===== src/rtl/acrp_pkg.sv =====
package acrp_pkg;

    localparam int SLOT_W        = 32;
    localparam int TOTAL_W       = 36;
    localparam int CNT_W         = 5;
    localparam int OP_W          = 2;
    localparam int MAX_SLOTS_DEF = 16;

    typedef enum logic [OP_W-1:0] {
        OP_ADD     = 2'd0,
        OP_CONSUME = 2'd1,
        OP_TICK    = 2'd2,
        OP_NONE    = 2'd3
    } op_t;

    // result of one pass through the shared slot unit
    typedef struct packed {
        logic [SLOT_W-1:0] slot_new;
        logic [SLOT_W-1:0] demand_new;
        logic [SLOT_W-1:0] delta;
        logic              grow;
    } alu_res_t;

endpackage


===== src/rtl/acrp_cmd_if.sv =====
interface acrp_cmd_if;
    logic                         valid;
    logic                         ready;
    logic [acrp_pkg::OP_W-1:0]    operation;
    logic [acrp_pkg::SLOT_W-1:0]  amount;

    modport source (output valid, output operation, output amount, input ready);
    modport sink (input valid, input operation, input amount, output ready);
endinterface


===== src/rtl/acrp_res_if.sv =====
interface acrp_res_if;
    logic                          valid;
    logic                          ready;
    logic [acrp_pkg::SLOT_W-1:0]   unmet;
    logic [acrp_pkg::TOTAL_W-1:0]  pool_total;

    modport source (output valid, output unmet, output pool_total, input ready);
    modport sink (input valid, input unmet, input pool_total, output ready);
endinterface


===== src/rtl/acrp_slot_mem.sv =====
module acrp_slot_mem #(
    parameter int DEPTH = acrp_pkg::MAX_SLOTS_DEF,
    parameter int AW    = (DEPTH > 1) ? $clog2(DEPTH) : 1
) (
    input  logic                         clk,
    input  logic                         rst_n,
    input  logic                         clear,
    input  logic                         we,
    input  logic [AW-1:0]                wr_addr,
    input  logic [acrp_pkg::SLOT_W-1:0]  wr_data,
    input  logic                         rd_en,
    input  logic [AW-1:0]                rd_addr,
    output logic [acrp_pkg::SLOT_W-1:0]  rd_data
);

    logic [acrp_pkg::SLOT_W-1:0] mem [DEPTH];
    logic [DEPTH-1:0]            valid_reg;
    logic [acrp_pkg::SLOT_W-1:0] rd_q_reg;
    logic                        rd_vld_reg;

    always_ff @(posedge clk)
    begin
        if (we)
        begin
            mem[wr_addr] <= wr_data;
        end
        if (rd_en)
        begin
            rd_q_reg <= mem[rd_addr];
        end
    end

    // an entry never written since reset or clear reads as zero
    always_ff @(posedge clk or negedge rst_n)
    begin
        if (!rst_n)
        begin
            valid_reg  <= '0;
            rd_vld_reg <= 1'b0;
        end
        else
        begin
            if (clear)
            begin
                valid_reg <= '0;
            end
            else if (we)
            begin
                valid_reg[wr_addr] <= 1'b1;
            end
            if (rd_en)
            begin
                rd_vld_reg <= valid_reg[rd_addr] && !(clear);
            end
        end
    end

    assign rd_data = rd_vld_reg ? rd_q_reg : '0;

endmodule


===== src/rtl/acrp_alu.sv =====
module acrp_alu (
    input  acrp_pkg::op_t                op,
    input  logic [acrp_pkg::SLOT_W-1:0]  amount,
    input  logic [acrp_pkg::SLOT_W-1:0]  slot,
    output acrp_pkg::alu_res_t           res
);

    logic [acrp_pkg::SLOT_W-1:0] room;
    logic [acrp_pkg::SLOT_W-1:0] take;

    always_comb
    begin
        room = ~slot;
        take = (amount < room) ? amount : room;
        res.slot_new   = slot;
        res.demand_new = amount;
        res.delta      = '0;
        res.grow       = 1'b0;
        unique case (op)
            acrp_pkg::OP_ADD:
            begin
                // saturate the slot at its maximum
                res.slot_new = slot + take;
                res.delta    = take;
                res.grow     = 1'b1;
            end
            acrp_pkg::OP_CONSUME:
            begin
                if (slot >= amount)
                begin
                    res.slot_new   = slot - amount;
                    res.demand_new = '0;
                    res.delta      = amount;
                end
                else
                begin
                    res.slot_new   = '0;
                    res.demand_new = amount - slot;
                    res.delta      = slot;
                end
            end
            acrp_pkg::OP_TICK:
            begin
                res.slot_new = '0;
                res.delta    = slot;
            end
            default:
            begin
                res.slot_new = slot;
            end
        endcase
    end

endmodule


===== src/rtl/aging_credit_ring_pool.sv =====
// flow: a request is accepted in S_IDLE; add and tick then pass through S_EXEC and
// S_DONE, a no-op and a consume of zero or from an empty pool go straight to S_DONE,
// and a consume stays in S_EXEC for each slot it visits (at most slot_count slots),
// one slot per cycle through the single slot unit; the result is registered from S_DONE,
// and a result still waiting at the output holds off the next request
// reset: store, pointer and total cleared, slot_count = min(MAX_SLOTS, 16); a write empties the pool
module aging_credit_ring_pool #(
    parameter int MAX_SLOTS = acrp_pkg::MAX_SLOTS_DEF
) (
    input  logic                        clk,
    input  logic                        rst_n,
    input  logic                        cfg_we,
    input  logic [acrp_pkg::CNT_W-1:0]  cfg_data,
    acrp_cmd_if.sink                    cmd,
    acrp_res_if.source                  res
);

    localparam int AW    = (MAX_SLOTS > 1) ? $clog2(MAX_SLOTS) : 1;
    localparam int CNT_W = acrp_pkg::CNT_W;
    localparam logic [CNT_W-1:0] COUNT_RST =
        (MAX_SLOTS < 16) ? CNT_W'(MAX_SLOTS) : CNT_W'(16);

    typedef enum logic [1:0] {
        S_IDLE,
        S_EXEC,
        S_DONE
    } state_t;

    state_t                         state_reg;
    acrp_pkg::op_t                  op_reg;
    logic [acrp_pkg::SLOT_W-1:0]    demand_reg;
    logic [AW-1:0]                  pos_reg;
    logic [AW-1:0]                  cur_reg;
    logic [CNT_W-1:0]               k_reg;
    logic [CNT_W-1:0]               count_reg;
    logic [acrp_pkg::TOTAL_W-1:0]   total_reg;
    logic [acrp_pkg::SLOT_W-1:0]    unmet_reg;
    logic                           out_valid_reg;
    logic [acrp_pkg::SLOT_W-1:0]    out_unmet_reg;
    logic [acrp_pkg::TOTAL_W-1:0]   out_total_reg;

    acrp_pkg::op_t                  cmd_op;
    logic                           accept;
    logic [AW-1:0]                  cur_back;
    logic [AW-1:0]                  pos_back;
    logic                           rd_en;
    logic [AW-1:0]                  rd_addr;
    logic [acrp_pkg::SLOT_W-1:0]    rd_data;
    acrp_pkg::alu_res_t             alu_res;
    logic [acrp_pkg::TOTAL_W-1:0]   total_next;
    logic                           cont;
    logic [CNT_W-1:0]               cfg_count;

    function automatic logic [AW-1:0] step_back(
        input logic [AW-1:0]    p,
        input logic [CNT_W-1:0] n
    );
        logic [CNT_W-1:0] last;
        last = n - CNT_W'(1);
        return (p == '0) ? AW'(last) : p - AW'(1);
    endfunction

    assign cmd_op   = acrp_pkg::op_t'(cmd.operation);
    assign accept   = cmd.valid && cmd.ready;
    assign cur_back = step_back(cur_reg, count_reg);
    assign pos_back = step_back(pos_reg, count_reg);

    always_comb
    begin
        if (state_reg == S_IDLE)
        begin
            rd_en   = accept;
            rd_addr = (cmd_op == acrp_pkg::OP_ADD) ? cur_reg : cur_back;
        end
        else
        begin
            rd_en   = (state_reg == S_EXEC);
            rd_addr = pos_back;
        end
    end

    always_comb
    begin
        cfg_count = cfg_data;
        if (cfg_data == '0)
        begin
            cfg_count = CNT_W'(1);
        end
        else if (32'(cfg_data) > 32'(MAX_SLOTS))
        begin
            cfg_count = CNT_W'(MAX_SLOTS);
        end
    end

    acrp_slot_mem #(
        .DEPTH (MAX_SLOTS),
        .AW    (AW)
    ) u_mem (
        .clk     (clk),
        .rst_n   (rst_n),
        .clear   (cfg_we),
        .we      (state_reg == S_EXEC),
        .wr_addr (pos_reg),
        .wr_data (alu_res.slot_new),
        .rd_en   (rd_en),
        .rd_addr (rd_addr),
        .rd_data (rd_data)
    );

    acrp_alu u_alu (
        .op     (op_reg),
        .amount (demand_reg),
        .slot   (rd_data),
        .res    (alu_res)
    );

    assign total_next = alu_res.grow
        ? total_reg + acrp_pkg::TOTAL_W'(alu_res.delta)
        : total_reg - acrp_pkg::TOTAL_W'(alu_res.delta);

    // keep draining older slots while demand, credit and unvisited slots in the window remain
    assign cont = (op_reg == acrp_pkg::OP_CONSUME) && (k_reg < count_reg)
                  && (total_next != '0) && (alu_res.demand_new != '0);

    always_ff @(posedge clk or negedge rst_n)
    begin
        if (!rst_n)
        begin
            state_reg     <= S_IDLE;
            op_reg        <= acrp_pkg::OP_NONE;
            demand_reg    <= '0;
            pos_reg       <= '0;
            cur_reg       <= '0;
            k_reg         <= '0;
            count_reg     <= COUNT_RST;
            total_reg     <= '0;
            unmet_reg     <= '0;
            out_valid_reg <= 1'b0;
            out_unmet_reg <= '0;
            out_total_reg <= '0;
        end
        else
        begin
            if (state_reg == S_DONE && (!out_valid_reg || res.ready))
            begin
                out_valid_reg <= 1'b1;
                out_unmet_reg <= unmet_reg;
                out_total_reg <= total_reg;
            end
            else if (out_valid_reg && res.ready)
            begin
                out_valid_reg <= 1'b0;
            end
            unique case (state_reg)
                S_IDLE:
                begin
                    if (accept)
                    begin
                        op_reg     <= cmd_op;
                        demand_reg <= cmd.amount;
                        k_reg      <= CNT_W'(1);
                        unique case (cmd_op)
                            acrp_pkg::OP_ADD:
                            begin
                                pos_reg   <= cur_reg;
                                state_reg <= S_EXEC;
                            end
                            acrp_pkg::OP_TICK:
                            begin
                                pos_reg   <= cur_back;
                                cur_reg   <= cur_back;
                                state_reg <= S_EXEC;
                            end
                            acrp_pkg::OP_CONSUME:
                            begin
                                pos_reg <= cur_back;
                                if (total_reg == '0 || cmd.amount == '0)
                                begin
                                    unmet_reg <= cmd.amount;
                                    state_reg <= S_DONE;
                                end
                                else
                                begin
                                    state_reg <= S_EXEC;
                                end
                            end
                            default:
                            begin
                                unmet_reg <= '0;
                                state_reg <= S_DONE;
                            end
                        endcase
                    end
                end
                S_EXEC:
                begin
                    if (cont)
                    begin
                        pos_reg    <= pos_back;
                        demand_reg <= alu_res.demand_new;
                        k_reg      <= k_reg + CNT_W'(1);
                    end
                    else
                    begin
                        unmet_reg <= (op_reg == acrp_pkg::OP_CONSUME)
                                     ? alu_res.demand_new : '0;
                        state_reg <= S_DONE;
                    end
                end
                S_DONE:
                begin
                    if (!out_valid_reg || res.ready)
                    begin
                        state_reg <= S_IDLE;
                    end
                end
                default:
                begin
                    state_reg <= S_IDLE;
                end
            endcase
            // window change restarts the pool empty
            if (cfg_we)
            begin
                count_reg <= cfg_count;
                cur_reg   <= '0;
                total_reg <= '0;
            end
            else if (state_reg == S_EXEC)
            begin
                total_reg <= total_next;
            end
        end
    end

    assign cmd.ready      = (state_reg == S_IDLE) && !cfg_we;
    assign res.valid      = out_valid_reg;
    assign res.unmet      = out_unmet_reg;
    assign res.pool_total = out_total_reg;

    a_ptr_in_window: assert property (@(posedge clk) disable iff (!rst_n)
        32'(cur_reg) < 32'(count_reg))
        else $error("pointer outside slot window");

    a_visit_bound: assert property (@(posedge clk) disable iff (!rst_n)
        (state_reg == S_EXEC) |-> (k_reg != '0 && k_reg <= count_reg))
        else $error("consume visited more slots than the window holds");

    a_result_from_done: assert property (@(posedge clk) disable iff (!rst_n)
        $rose(out_valid_reg) |-> $past(state_reg == S_DONE))
        else $error("result produced outside the done step");

    a_cfg_empties: assert property (@(posedge clk) disable iff (!rst_n)
        cfg_we |=> (total_reg == '0 && cur_reg == '0))
        else $error("window change did not empty the pool");

endmodule

===== src/flat_wrapper.sv =====
// flat-port wrapper written by rule: the top's interface ports become plain ports
module aging_credit_ring_pool_flat 
#(
    parameter int MAX_SLOTS = acrp_pkg::MAX_SLOTS_DEF
)
  (clk, rst_n, cfg_we, cfg_data, cmd_valid, cmd_operation, cmd_amount, cmd_ready, res_valid, res_unmet, res_pool_total, res_ready);
  acrp_cmd_if cmd_i ();
  acrp_res_if res_i ();
  input  logic clk;
  input  logic rst_n;
  input  logic cfg_we;
  input  logic [acrp_pkg::CNT_W-1:0] cfg_data;
  input wire logic [$bits(cmd_i.valid)-1:0] cmd_valid;
  input wire logic [$bits(cmd_i.operation)-1:0] cmd_operation;
  input wire logic [$bits(cmd_i.amount)-1:0] cmd_amount;
  output wire logic [$bits(cmd_i.ready)-1:0] cmd_ready;
  output wire logic [$bits(res_i.valid)-1:0] res_valid;
  output wire logic [$bits(res_i.unmet)-1:0] res_unmet;
  output wire logic [$bits(res_i.pool_total)-1:0] res_pool_total;
  input wire logic [$bits(res_i.ready)-1:0] res_ready;
  assign cmd_i.valid = cmd_valid;
  assign cmd_i.operation = cmd_operation;
  assign cmd_i.amount = cmd_amount;
  assign cmd_ready = cmd_i.ready;
  assign res_valid = res_i.valid;
  assign res_unmet = res_i.unmet;
  assign res_pool_total = res_i.pool_total;
  assign res_i.ready = res_ready;
  aging_credit_ring_pool #(.MAX_SLOTS(MAX_SLOTS)) u_core (.clk(clk), .rst_n(rst_n), .cfg_we(cfg_we), .cfg_data(cfg_data), .cmd(cmd_i), .res(res_i));
endmodule

===== config.mk =====
export PLATFORM = sky130hd
export DESIGN_NAME = aging_credit_ring_pool_flat
export DESIGN_NICKNAME = d
export VERILOG_FILES = /design/src/rtl/acrp_pkg.sv /design/src/rtl/acrp_cmd_if.sv /design/src/rtl/acrp_res_if.sv /design/src/rtl/acrp_slot_mem.sv /design/src/rtl/acrp_alu.sv /design/src/rtl/aging_credit_ring_pool.sv /design/src/flat_wrapper.sv
export SDC_FILE = /design/constraint.sdc
export NUM_CORES = 2
export LEC_CHECK = 0
export BUFFER_PORTS_ARGS = -buffer_cell sky130_fd_sc_hd__buf_2
export CORE_MARGIN = 1.5
export CORE_UTILIZATION = 60
export DETAILED_ROUTE_END_ITERATION = 8
export GPL_ROUTABILITY_DRIVEN = 0
export PLACE_DENSITY = 0.77
export SKIP_LAST_GASP = 1
export SLEW_MARGIN = 20
export SYNTH_ARGS = -nofsm -noshare
export SYNTH_HDL_FRONTEND = slang
export SYNTH_SLANG_ARGS = --single-unit

===== constraint.sdc =====
create_clock -name clk -period 11.17 [get_ports clk]
set_input_delay 2.234 -clock clk [delete_from_list [all_inputs] [get_ports clk]]
set_output_delay 2.234 -clock clk [all_outputs]
set_load 0.1 [all_outputs]

Yosys cells after proc, flatten, opt, wreduce, memory -nomap -nowiden

Memories as Yosys holds them, arrays and structs flattened. A register that Yosys moved wholly into a read port is not among the register bits.
Index checks and enable logic that the tools add are counted.

Register bits: 208
Latch bits: 0
Memory bits (writable): 512
ROM bits: 0
Input bits: 44
Word-level logic and storage cells: 136
Memories: 1

Memory list:

| memory           | words | width | rd ports | clocked after memory_dff | write ports | line                | RTL |
|---|---|---|---|---|---|---|---|
| u_core.u_mem.mem | 16    | 32    | 1        | 1                        | 1           | acrp_slot_mem.sv:16 | `logic [acrp_pkg::SLOT_W-1:0] mem [DEPTH];` |

Add/sub/neg operators: 9
Multiply operators: 0
Div/mod/pow operators: 0
$lt $le $gt $ge: 7
Equal/unequal tests: 13
Shift-type cells: 0
Multiplexer cells: 53
Bitwise logic cells: 2
Reductions and logical operators: 37

Operators with widths:

| operator                                                   | number |
|---|---|
| 2-to-1 mux 32 bit                                          | 9 |
| case mux 32 bit (2 select lines)                           | 3 |
| case mux 32 bit (3 select lines)                           | 2 |
| 2-to-1 mux 36 bit                                          | 3 |
| 2-to-1 mux 96 bit                                          | 1 |
| subtractor 32 bit                                          | 2 |
| 2-to-1 mux 4 bit                                           | 10 |
| adder 36 x 32 -> 36 bit                                    | 1 |
| logical NOT 36 bit                                         | 1 |
| nonzero test 36 bit                                        | 1 |
| subtractor 36 x 32 -> 36 bit                               | 1 |
| adder 32 bit                                               | 1 |
| >= comparator 32 bit                                       | 1 |
| logical NOT 32 bit                                         | 1 |
| less-than comparator 32 bit                                | 1 |
| 2-to-1 mux 16 bit                                          | 2 |
| inverter 32 bit                                            | 1 |
| nonzero test 32 bit                                        | 1 |
| 2-to-1 mux 5 bit                                           | 4 |
| bitwise OR 16 bit                                          | 1 |
| case mux 4 bit (2 select lines)                            | 2 |
| nonzero test 2 bit                                         | 6 |
| subtractor 4 x 1 -> 4 bit, second input constant           | 3 |
| less-than comparator 4 x 5 -> 1 bit, second input constant | 2 |
| 27 further kinds                                           | 61 |

Depth between registers and ports, before layout

Word-level depth: 12
Mapped depth: 43
Mapped depth without buffers: 37

By module

A second synthesis with hierarchy kept.

Cell total of the unflattened synthesis: 3340
Area total of the unflattened synthesis: 41358.4 µm²

By module, submodules not included:

| module                 | instances | cells an instance | area each (µm²) | seq. area each (µm²) |
|---|---|---|---|---|
| acrp_slot_mem          | 1         | 864               | 21227.9         | 16761.1 |
| aging_credit_ring_pool | 1         | 1235              | 11865.1         | 4783.3 |
| acrp_alu               | 1         | 1241              | 8265.4          | 0.0 |

Least setup slack after synthesis

OpenSTA, ideal clock, no wires.

Path type: register to register
Start: reg u_core.u_mem.rd_vld_reg
End: reg u_core.unmet_reg[15] (netlist name)
Setup time: 0.128 ns
Data arrival time: 8.958 ns
Data required time: 11.042 ns
Setup slack: 2.084 ns
Cell stages (with the launch flop): 40
Path buffers: 8
Period minus slack after synthesis: 9.086 ns
Cell sequence: dfrtp_1 buf_2 clkbuf_1 clkbuf_1 clkbuf_1 nand2_1 inv_1 ha_1 clkbuf_1 nand4_1 nor3_1 o211ai_1 or2_1 nand3_2 buf_2 buf_4 o21ai_0 a221oi_1 [... 4 more ...] nor2_1 xnor2_1 ha_1 a21oi_1 o21ai_0 a221oi_1 o21ai_0 a21oi_1 a21oi_1 a311o_1 a2111oi_0 nor3_1 or3_1 or4_1 o21ai_2 nand3_2 buf_4 mux2_1

Cells in the longest elaborated chain, start to end: 12
Elaborated cells on any way between the ends: 21
Those cells by class: add/sub (3); order compare (2); eq/ne (1); mux (9); bitwise (1); reduce/logical (5)

RTL lines:

| what                                                                           | line                                                         | RTL |
|---|---|---|
| start, declared                                                                | acrp_slot_mem.sv:19                                          | `logic rd_vld_reg;` |
| start signal, assigned                                                         | acrp_slot_mem.sv:53                                          | `rd_vld_reg <= valid_reg[rd_addr] && !(clear);` |
| 2-to-1 mux 32 bit (*)                                                          | acrp_slot_mem.sv:58                                          | `assign rd_data = rd_vld_reg ? rd_q_reg : '0;` |
| inverter 32 bit                                                                | acrp_alu.sv:13                                               | `room = ~slot;` |
| less-than comparator 32 bit                                                    | acrp_alu.sv:14                                               | `take = (amount < room) ? amount : room;` |
| 2-to-1 mux 32 bit                                                              | acrp_alu.sv:14                                               |  |
| case mux 32 bit (3 select lines)                                               | acrp_alu.sv:19                                               | `unique case (op)` |
| subtractor 36 x 32 -> 36 bit / adder 36 x 32 -> 36 bit (equally long branches) | aging_credit_ring_pool.sv:119, aging_credit_ring_pool.sv:118 |  |
| 2-to-1 mux 36 bit                                                              | aging_credit_ring_pool.sv:118                                | `? total_reg + acrp_pkg::TOTAL_W'(alu_res.delta)` |
| nonzero test 36 bit                                                            | aging_credit_ring_pool.sv:123                                | `&& (total_next != '0) && (alu_res.demand_new != '0);` |
| logical AND 1 bit (2 in a row)                                                 | aging_credit_ring_pool.sv:123                                |  |
| != test 2 bit (no line)                                                        | -                                                            |  |
| AND reduction 5 bit (no line)                                                  | -                                                            |  |
| end signal, assigned                                                           | aging_credit_ring_pool.sv:179                                | `unmet_reg <= cmd.amount;` |
| end signal, assigned                                                           | aging_credit_ring_pool.sv:205                                | `unmet_reg <= (op_reg == acrp_pkg::OP_CONSUME)` |
| end, declared                                                                  | aging_credit_ring_pool.sv:37                                 | `logic [acrp_pkg::SLOT_W-1:0] unmet_reg;` |

Every way passes the cells marked *; elsewhere a longest branch is shown, timed or not. The select of a mux whose other input is x is not followed.
A chain may end at the register's enable or synchronous reset.

Worst setup path in the final report

Start: reg u_core.u_mem.rd_vld_reg
End: reg u_core.demand_reg[7] (netlist name)

Cells in the longest elaborated chain, start to end: 12
Elaborated cells on any way between the ends: 20
Those cells by class: add/sub (3); order compare (2); eq/ne (1); mux (8); bitwise (1); reduce/logical (5)

RTL lines:

| what                                                                           | line                                                         | RTL |
|---|---|---|
| 2-to-1 mux 32 bit (*)                                                          | acrp_slot_mem.sv:58                                          |  |
| inverter 32 bit                                                                | acrp_alu.sv:13                                               |  |
| less-than comparator 32 bit                                                    | acrp_alu.sv:14                                               |  |
| 2-to-1 mux 32 bit                                                              | acrp_alu.sv:14                                               |  |
| case mux 32 bit (3 select lines)                                               | acrp_alu.sv:19                                               |  |
| subtractor 36 x 32 -> 36 bit / adder 36 x 32 -> 36 bit (equally long branches) | aging_credit_ring_pool.sv:119, aging_credit_ring_pool.sv:118 |  |
| 2-to-1 mux 36 bit                                                              | aging_credit_ring_pool.sv:118                                |  |
| nonzero test 36 bit                                                            | aging_credit_ring_pool.sv:123                                |  |
| logical AND 1 bit (2 in a row)                                                 | aging_credit_ring_pool.sv:123                                |  |
| != test 2 x 1 -> 1 bit (no line)                                               | -                                                            |  |
| AND reduction 3 bit (no line)                                                  | -                                                            |  |
| end signal, assigned                                                           | aging_credit_ring_pool.sv:160                                | `demand_reg <= cmd.amount;` |
| end signal, assigned                                                           | aging_credit_ring_pool.sv:200                                | `demand_reg <= alu_res.demand_new;` |
| end, declared                                                                  | aging_credit_ring_pool.sv:31                                 | `logic [acrp_pkg::SLOT_W-1:0] demand_reg;` |

Marked as above.

==> qor.txt <==
Status: completed
Clock Root Buffer: clkbuf_16
Most numerous cell in the Yosys netlist: edfxtp_1
Crit path max fanout: 31
Final ANT Viol Nets: 0
Skew final: 0.0452 ns
Final Max Tran Viols: 0
DRC Markers: 0
Avg Inst Size Synth: 10.6 um2
RSZ-0062 raised after global routing: false
Initial cell density of the core: 0.610
Synth unique cells: 93
FF-to-FF Start: u_core.u_mem.rd_vld_reg
Worst R2R Path Depth: 33
DR WL/cell: 23.7 um
Fin. Hold Viols: 0
Post-synthesis cell count: 3906
First-pass GRT wire length: 176000 um
Most frequent CP cell: a21oi_1
Synth Flop Type: edfxtp_1
Sink Count: 752
Total CTS buffers: 78
Worst R2R End: u_core.demand_reg[7]
Final worst path period share: 0.936
Synth top area share: 0.396
Finish-stage setup viols: 0
Die area: 0.0703 mm2
IO Count: 114
Multi-input combinational cell area: 0.0184 mm2
Worst Path Arrival: 10.96 ns
Vias: 32314
Core Footprint: 0.0676 mm2
CP Capture Point: u_core.demand_reg[7]
#FFs+latches synth: 752
Postcts setup bufs: 0
Global route overflow: 0
Post-layout min period: 10.46 ns
Clock Latency Late Sink: 0.67 ns
Vias in the first global route: 30375
Initial antenna violation count: 1
Nets@finish: 4169
Final wirelength: 116000 um
Wire length on met3: 11400 um
Worst-Margin Slew: 1.15 ns
Max-Cap Viols: 0
Drt initial violations: 3855
Mapped Area: 0.0412 mm2
Rel. slew slack: 0.229
Max layer used: met5
Die W: 265 um
DRT Pass-1 Iters: 8
Routed vias/inst: 6.62
Metal-1 WL: 45900 um
Worst Setup SP: u_core.u_mem.rd_vld_reg
Highest clock rate: 95.6 MHz
Die height: 265 um
Final HPWL from detailed placement: 75500 um
Reg2reg setup slack: 0.71 ns
Syn Nets: 4131
Synth area leaders: edfxtp_1 (40%), dfrtp_1 (12%), ha_1 (5.4%)
Clk slew on worst S/H paths: 0.06 ns
Setup TNS: 0 ns
Startpoint Class: register
Worst path required time: 11.68 ns
Element type at the critical path end: register
Clock buffer depth: 3
Hold Crit Class: reg -> reg
CTS tree: built
Largest net degree at the start of global routing: 185
Layout area overhead: 10.1%
Register area: 0.0215 mm2
Layout cell share with drive strength beyond 1: 0.114
Slowest-stage cell, CP: o211ai_1
Max reg flops: 512
CP Class: reg -> reg
Most frequent cells after synthesis: edfxtp_1 (544), nand2_1 (526), a21oi_1 (294), nor2_1 (220), dfrtp_1 (205)
Area leader, netlist: edfxtp_1
Ys async rst share: 0.277
Number of fill cells: 5040
CP peak stage delay: 0.81 ns
Seq/Total Area, Yosys: 0.522
Row Count: 95
Met2 wire length: 52300 um
Synth Warn #: 0
CTS H-tree depth: 3
Port Buf Inserts: 113
Number of synthesized flops with an enable pin: 544
Tot GR Track Use: 0.324
-- final cells by class --
cell class,instances,area share
Antenna cell,1,0.0000551
Clock buffer,97,0.0455
Clock inverter,48,0.0107
Inverter,155,0.0128
Multi-Input combinational cell,2760,0.405
Sequential cell,752,0.475
Tap cell,873,0.0241
Timing Repair Buffer,197,0.0273
-- kinds of logic after synthesis --
logic type / after synthesis / synth area share
compound gates: 1096 / 0.178
xor+xnor: 135 / 0.0290
fa+ha+maj: 181 / 0.0555
buf+inv: 394 / 0.0374
flops: 752 / 0.522
mux: 169 / 0.0443
simple gates: 1179 / 0.134
-- worst max-delay path, delay by kind of cell (launching register included) --
family	cells	cell delay (ns)
buffers and inverters	2	0.59
XOR/XNOR	1	0.14
AND/OR/NAND/NOR	11	3.20
multiplexers	1	0.13
flip-flops	1	0.65
adder cells (fa/ha/maj)	2	0.93
AO/OA/AOI/OAI	16	4.61
-- through the flow --
stage / setup slack, ns / cell area, um2 / util / cells / hold slack, ns
2_1_floorplan: 2.08 / 41200 / - / 3906 / 0.458
3_3_place_gp: 0.665 / 42800 / 0.632 / 4736 / 0.458
3_5_place_dp: 0.956 / 42800 / 0.633 / 4736 / 0.465
4_1_cts: 0.870 / 45300 / 0.670 / 4881 / 0.477
5_1_grt: 0.0518 / 45400 / 0.671 / 4882 / 0.507
6_report: 0.713 / 45400 / 0.671 / 4883 / 0.475
-- worst min path at each step --
| stage | startpoint | end | slack, ns | cells past startpoint |
|---|---|---|---|---|
| detailed placement | u_core.res.pool_total[1] | u_core.res.pool_total[1] | 0.47 | 2 |
| finish | u_core.res.pool_total[1] | u_core.res.pool_total[1] | 0.48 | 2 |
| floorplan | u_core.u_mem.valid_reg[11] | u_core.u_mem.valid_reg[11] | 0.46 | 2 |
| global placement | u_core.res.unmet[31] | u_core.res.unmet[31] | 0.46 | 2 |
| CTS | u_core.res.pool_total[1] | u_core.res.pool_total[1] | 0.48 | 2 |
| global route | u_core.res.unmet[24] | u_core.res.unmet[24] | 0.51 | 1 |
-- cells in the final DEF (no fill, tap or decap), types with 12 or more instances in the layout --
| cell type | netlist | layout |
|---|---|---|
| edfxtp_1 | 544 | 544 |
| nand2_1 | 526 | 524 |
| a21oi_1 | 294 | 293 |
| nor2_1 | 220 | 205 |
| dfrtp_1 | 205 | 204 |
| a211oi_1 | 185 | 185 |
| ha_1 | 178 | 178 |
| inv_1 | 151 | 151 |
| and2_1 | 140 | 140 |
| o21ai_0 | 124 | 119 |
| buf_2 | 23 | 112 |
| xnor2_1 | 105 | 105 |
| a31oi_1 | 88 | 88 |
| buf_4 | 7 | 82 |
| mux2_2 | 79 | 79 |
| clkbuf_16 | 0 | 79 |
| a311oi_1 | 77 | 77 |
| mux2i_1 | 61 | 61 |
| nor3_1 | 61 | 57 |
| nor4_1 | 41 | 41 |
| a21o_1 | 42 | 41 |
| a22oi_1 | 35 | 35 |
| o211ai_1 | 33 | 33 |
| nand3_1 | 33 | 33 |
| o21bai_1 | 31 | 31 |
| xor2_1 | 29 | 29 |
| mux2_1 | 29 | 29 |
| nand4_1 | 28 | 28 |
| nor2b_1 | 23 | 21 |
| a22o_1 | 21 | 21 |
| clkinv_1 | 1 | 20 |
| nand2b_1 | 19 | 19 |
| o31ai_1 | 18 | 18 |
| and3_1 | 17 | 17 |
| clkbuf_1 | 190 | 16 |
| o21a_1 | 15 | 15 |
| a21boi_0 | 15 | 15 |
| nor2_4 | 0 | 14 |
| clkinv_2 | 0 | 12 |
-- per-layer routing --
metal  up-vias  GRT usage
li1      14545          -
met1     15603      0.436
met2      1790      0.512
met3       374     0.0561
met4         2      0.158
met5         -          0
-- what timing repair did --
action / in CTS / in global routing
endpoints found under the setup margin: 0 / 13
hold buffers: 0 / 0
gates resized for setup: 0 / 1
Power is not shown: default switching activity piles up to over one toggle a cycle in this logic, so the estimate is an artifact.
